$ cat config.mk
export PLATFORM = sky130hd
export DESIGN_NAME = ctl_controller
export DESIGN_NICKNAME = d
export VERILOG_FILES = /design/src/ctl_pkg.sv /design/src/ctl_controller.sv
export VERILOG_INCLUDE_DIRS = /design/src /design/src/src
export SDC_FILE = /design/constraint.sdc
export NUM_CORES = 1
export LEC_CHECK = 0
export ABC_CLOCK_PERIOD_IN_PS = 1600
export BUFFER_PORTS_ARGS = -buffer_cell sky130_fd_sc_hd__buf_2
export CAP_MARGIN = 30
export CORE_MARGIN = 2
export CORE_UTILIZATION = 52
export DETAILED_ROUTE_END_ITERATION = 10
export GPL_TIMING_DRIVEN = 0
export PLACE_DENSITY = 0.76
export SYNTH_ARGS = -nofsm -noshare
export SYNTH_HDL_FRONTEND = slang
export SYNTH_SLANG_ARGS = --single-unit
export TNS_END_PERCENT = 20
$ cat constraint.sdc
create_clock -name clk_i -period 1.6 [get_ports clk_i]
set_input_delay 0.24 -clock clk_i [delete_from_list [all_inputs] [get_ports clk_i]]
set_output_delay 0.24 -clock clk_i [all_outputs]
set_load 0.02 [all_outputs]
$ cat src/closed_tour_length_macros.svh
// ----------------------------------------------------------------------------
// closed tour length assertion macros
// shared property templates, sampled on clk_i and disabled while rst_ni is low
// ----------------------------------------------------------------------------
`ifndef CLOSED_TOUR_LENGTH_MACROS_SVH
`define CLOSED_TOUR_LENGTH_MACROS_SVH

// antecedent implies consequent in the same cycle
`define CTL_ASSERT_IMPL(lbl, ante, cons, msg) \
  lbl: assert property (@(posedge clk_i) disable iff (!rst_ni) (ante) |-> (cons)) \
    else $error(msg);

// antecedent implies consequent in the next cycle
`define CTL_ASSERT_NEXT(lbl, ante, cons, msg) \
  lbl: assert property (@(posedge clk_i) disable iff (!rst_ni) (ante) |=> (cons)) \
    else $error(msg);

`endif

$ cat src/ctl_pkg.sv
// ----------------------------------------------------------------------------
// ctl_pkg
// widths, command and status types of the closed tour length block
// ----------------------------------------------------------------------------
`timescale 1ns / 1ps

package ctl_pkg;

  // coordinate width actually used; upper field bits are ignored
  localparam int unsigned COORD_WIDTH = 32;

  localparam int unsigned FIELD_W = 32;
  localparam int unsigned TOTAL_W = 63;
  localparam int unsigned DIFF_W  = COORD_WIDTH + 1;
  localparam int unsigned MAG_W   = COORD_WIDTH;
  localparam int unsigned SQ_W    = 2 * MAG_W;
  localparam int unsigned RAD_W   = 2 * COORD_WIDTH + 2;
  localparam int unsigned ROOT_W  = COORD_WIDTH + 1;
  localparam int unsigned REM_W   = COORD_WIDTH + 2;
  localparam int unsigned ITER    = RAD_W / 2;
  localparam int unsigned CNT_W   = $clog2(ITER);

  localparam logic [TOTAL_W-1:0] TOTAL_MAX = {TOTAL_W{1'b1}};

  typedef struct packed {
    logic ld_point;    // capture the accepted city
    logic start_tour;  // city opens a new tour
    logic diff_en;     // form absolute differences
    logic diff_close;  // difference against the first city
    logic sq_en;       // register the squares
    logic root_init;   // load the radicand
    logic root_step;   // one digit of the square root
    logic acc_en;      // add the edge to the total
    logic emit;        // load the result word
  } ctl_cmd_t;

  typedef struct packed {
    logic out_busy;    // result word waiting and not taken this cycle
  } ctl_status_t;

endpackage

$ cat src/ctl_controller.sv
// ----------------------------------------------------------------------------
// ctl_controller
// sequencer for city intake, edge computation, square root digits and emit
// ----------------------------------------------------------------------------
`timescale 1ns / 1ps
`include "closed_tour_length_macros.svh"

module ctl_controller (
  input  logic                 clk_i,
  input  logic                 rst_ni,
  input  logic                 in_valid_i,
  input  logic                 in_last_i,
  output logic                 in_ready_o,
  input  ctl_pkg::ctl_status_t status_i,
  output ctl_pkg::ctl_cmd_t    cmd_o
);

  typedef enum logic [2:0] {
    ST_IDLE,
    ST_DIFF,
    ST_SQR,
    ST_INIT,
    ST_ROOT,
    ST_ACC,
    ST_EMIT
  } state_e;

  state_e                    state_q;
  logic [ctl_pkg::CNT_W-1:0] cnt_q;
  logic                      have_first_q;
  logic                      last_q;
  logic                      close_q;
  logic                      accept;

  assign in_ready_o = (state_q == ST_IDLE);
  assign accept     = in_valid_i && in_ready_o;

  always_comb begin
    cmd_o            = '0;
    cmd_o.diff_close = close_q;
    case (state_q)
      ST_IDLE: begin
        cmd_o.ld_point   = accept;
        cmd_o.start_tour = accept && !have_first_q;
      end
      ST_DIFF: cmd_o.diff_en   = 1'b1;
      ST_SQR:  cmd_o.sq_en     = 1'b1;
      ST_INIT: cmd_o.root_init = 1'b1;
      ST_ROOT: cmd_o.root_step = 1'b1;
      ST_ACC:  cmd_o.acc_en    = 1'b1;
      ST_EMIT: cmd_o.emit      = !status_i.out_busy;
      default: cmd_o = '0;
    endcase
  end

  always_ff @(posedge clk_i or negedge rst_ni) begin
    if (!rst_ni) begin
      state_q      <= ST_IDLE;
      cnt_q        <= '0;
      have_first_q <= 1'b0;
      last_q       <= 1'b0;
      close_q      <= 1'b0;
    end else begin
      case (state_q)
        ST_IDLE: begin
          if (accept) begin
            have_first_q <= 1'b1;
            last_q       <= in_last_i;
            if (have_first_q) begin
              close_q <= 1'b0;
              state_q <= ST_DIFF;
            end else if (in_last_i) begin
              // single city so far: only the closing edge remains
              close_q <= 1'b1;
              state_q <= ST_DIFF;
            end
          end
        end
        ST_DIFF: state_q <= ST_SQR;
        ST_SQR:  state_q <= ST_INIT;
        ST_INIT: begin
          cnt_q   <= '0;
          state_q <= ST_ROOT;
        end
        ST_ROOT: begin
          if (cnt_q == ctl_pkg::CNT_W'(ctl_pkg::ITER - 1)) begin
            state_q <= ST_ACC;
          end else begin
            cnt_q <= cnt_q + 1'b1;
          end
        end
        ST_ACC: begin
          if (close_q) begin
            state_q <= ST_EMIT;
          end else if (last_q) begin
            close_q <= 1'b1;
            state_q <= ST_DIFF;
          end else begin
            state_q <= ST_IDLE;
          end
        end
        ST_EMIT: begin
          if (!status_i.out_busy) begin
            have_first_q <= 1'b0;
            last_q       <= 1'b0;
            close_q      <= 1'b0;
            state_q      <= ST_IDLE;
          end
        end
        default: state_q <= ST_IDLE;
      endcase
    end
  end

  `CTL_ASSERT_NEXT(a_close_then_emit, state_q == ST_ACC && close_q, state_q == ST_EMIT, "no emit")
  `CTL_ASSERT_NEXT(a_last_then_close, state_q == ST_ACC && !close_q && last_q,
                   state_q == ST_DIFF && close_q, "closing edge skipped")
  `CTL_ASSERT_IMPL(a_cnt_bound, state_q == ST_ROOT,
                   cnt_q <= ctl_pkg::CNT_W'(ctl_pkg::ITER - 1), "root digit count out of range")

endmodule

==> flow_summary.json <==
{
  "instances_no_fill": 124,
  "grt_pass1_wl_mm": 3.08,
  "internal_power_mw": 1.01,
  "critPathTopFamily": "simple AND/OR/NAND/NOR gates",
  "cp.arrival_ns": 1.50,
  "synth_top_area_frac": 0.393,
  "worst_path_most_repeated_cell": "buf_6",
  "cp_max_fo": 9,
  "grt_max_degree": 13,
  "initial_core_util": 0.573,
  "netlist_instances": 85,
  "place_area_um2": 865,
  "r2r_slack_ns": 0.14,
  "tightest_slew_ns": 0.332,
  "sw_frac_of_total": 0.439,
  "cts-root-buf": "clkbuf_4",
  "startpoint_type": "register",
  "areaGrowthSynthToFinish_pct": 29.8,
  "maxSlewViolCount": 0,
  "yosysSeqAreaShare": 0.393,
  "boundaryPins": 15,
  "fin_nets": 117,
  "rsz0062_at_grt": "yes",
  "drt_wl_total_mm": 1.92,
  "h-tree-depth": 1,
  "cts_made_buffers": 3,
  "drtAntennaViolNets": 0,
  "power_switching_mw": 0.789,
  "path_class": "register to output port",
  "viasPerCell": 6.06,
  "drive_gt1_frac": 0.330,
  "fin_area_um2": 992,
  "grt_pass1_vias": 678,
  "port_buffers": 14,
  "antenna_found_initial": 0,
  "drt-initial-drc-count": 60,
  "pwr-share-clk": 0.137,
  "syn_nets": 92,
  "cap_violations": 0,
  "p_leak_nw": 0.476,
  "seqPwrFrac": 0.290,
  "p_comb_frac": 0.574,
  "synth_cell_types": 33,
  "cts.clk_slew.worst_paths_ns": 0.08,
  "num_antenna_cells": 0,
  "die_h_um": 42.3,
  "synth.top_cells.by_area": "dfrtp_1 39%, o21ai_0 5.2%, a222oi_1 3.9%, inv_1 3.4%, nand2_1 3.4%",
  "status": "finished with violations",
  "clock_path_buffers": 2,
  "die-area_mm2": 0.00179,
  "ir_worst_vdd_mv": 1.02,
  "clock_latency_ns": 0.27,
  "synth.avg_cell_area_um2": 8.99,
  "path_cells": "buf_6, nor4b_4, nor2b_4, buf_6",
  "p_per_area_mw_per_mm2": 1810,
  "hold_viol": 0,
  "die_w_um": 42.3,
  "grt-ovfl-total": 0,
  "yosys.area.top_type": "dfrtp_1",
  "slew_headroom": 0.777,
  "drc": 0,
  "critPathBufInv": 2,
  "postLayoutSetupSlackWorst_ns": -0.141,
  "placed_cells": 114,
  "async_reset_ff_frac": 1.00,
  "ys_ff_latch": 12,
  "max_freq_mhz": 574,
  "hpwl_mm": 1.22,
  "synth-warning-count": 0,
  "ys_top_cells_by_count": "12 x dfrtp_1, 8 x o21ai_0, 7 x inv_1, 7 x nand2_1, 5 x nor3_1",
  "synth_edf_count": 0,
  "slowest_delay_ns": 0.40,
  "vias": 752,
  "layout_worst_path_cycle_share": 1.09,
  "min_period_ns": 1.74,
  "cts_tree": "done",
  "core_mm2": 0.00133,
  "cpMaxStageDelayCell": "dfrtp_1",
  "wire_per_inst_um": 15.5,
  "setup_violations": 7,
  "track_usage": 0.226,
  "clock_sinks": 12,
  "synthFlopType": "dfrtp_1",
  "min_path_type": "primary input to register",
  "row_count": 13,
  "drtPass1Iterations": 5,
  "violations": "setup timing",
  "fin_skew_ns": 0.00330,
  "required_ns": 1.36,
  "globalplace.congestion": 0.859,
  "endpoint_kind": "output port",
  "yosysMostFrequentCell": "dfrtp_1",
  "synth_area_um2": 764
}
[worst paths after layout]
check	start	cells past startpoint	endpoint
max reg2reg	state_q[2]$_DFFE_PN0P_	4	cnt_q[0]$_DFFE_PN0P_
max	state_q[1]$_DFFE_PN0P_	4	cmd_o[7]
max in group asynchronous	rst_ni	2	state_q[2]$_DFFE_PN0P_
min in group asynchronous	rst_ni	2	state_q[0]$_DFFE_PN0P_
min	in_last_i	3	last_q$_DFFE_PN0P_
min reg2reg	cnt_q[4]$_DFFE_PN0P_	1	cnt_q[4]$_DFFE_PN0P_
[power by group through the flow]
stage	sequential, mW	combinational (mW)	clock (mW)
2_1_floorplan	0.476	0.656	0
3_3_place_gp	0.501	0.833	0
3_5_place_dp	0.502	0.850	0
4_1_cts	0.512	0.952	0.246
5_1_grt	0.538	1.12	0.271
6_report	0.521	1.03	0.245
[sequential cells by signal, summed over array words and instances (netlist names)]
signal	count
cnt_q	6
last_q	1
state_q	3
have_first_q	1
close_q	1
[area by class of cell]
cell class | count | area (um^2)
buffer | 3 | 30.0
tap | 15 | 18.8
sequential | 12 | 302
multi-input combinational | 62 | 437
fill | 87 | 342
timing repair buffer | 21 | 143
inverter | 7 | 26.3
clock buffer | 4 | 36.3
[metrics by stage]
stage	hold WS [ns]	power [mW]	util	setup WS, ns	TNS (ns)
CTS	0.222	1.71	0.721	-0.0811	-0.183
global placement	0.135	1.33	0.648	0.115	0
finish	0.238	1.80	0.744	-0.141	-0.397
floorplan	-0.0556	1.13	-	0.00294	0
global route	0.275	1.93	0.744	-0.192	-0.846
detailed placement	0.138	1.35	0.648	0.120	0
[metal layers]
layer	vias to the layer above	track usage	share of wire
li1	362	-	-
met1	341	0.325	0.44
met2	45	0.348	0.47
met3	4	0.0388	0.080
met4	0	0.0625	0.013
met5	-	0	0
[cells in the final DEF (no fill, tap or decap), types with 2 or more instances in the layout]
cell,count
ha_1,2
a21oi_1,3
nor3b_1,2
nor3_1,4
buf_2,10
nand2b_1,3
nor2b_1,2
inv_2,2
a31oi_1,2
inv_1,5
nand2_1,7
buf_6,4
dfrtp_1,11
nor2_1,2
or3_1,2
nand4b_1,2
a222oi_1,3
buf_4,9
o21ai_0,8
clkbuf_4,3
nand3_1,3
[tightest hold or removal path: stages]
cell and delay (ns):
buf_2 0.10, nand2_1 0.05, o21ai_0 0.08
[kinds of logic after synthesis]
| family | after synthesis | synth area share |
|---|---|---|
| XOR/XNOR | 1 | 0.0115 |
| AO/OA/AOI/OAI | 21 | 0.178 |
| flip-flops | 12 | 0.393 |
| adder cells (fa/ha/maj) | 2 | 0.0327 |
| buffers and inverters | 11 | 0.0638 |
| multiplexers | 1 | 0.0131 |
| AND/OR/NAND/NOR | 37 | 0.308 |
[what timing repair did]
action                                  in CTS  in global routing
hold buffers                                 1                  0
setup buffers                                3                  3
pin swaps                                    2                  2
hold endpoints to repair                    12                  0
resized for setup                           13                  3
endpoints found under the setup margin       8                 10
No activity file was read; power rests on OpenSTA's default activity.
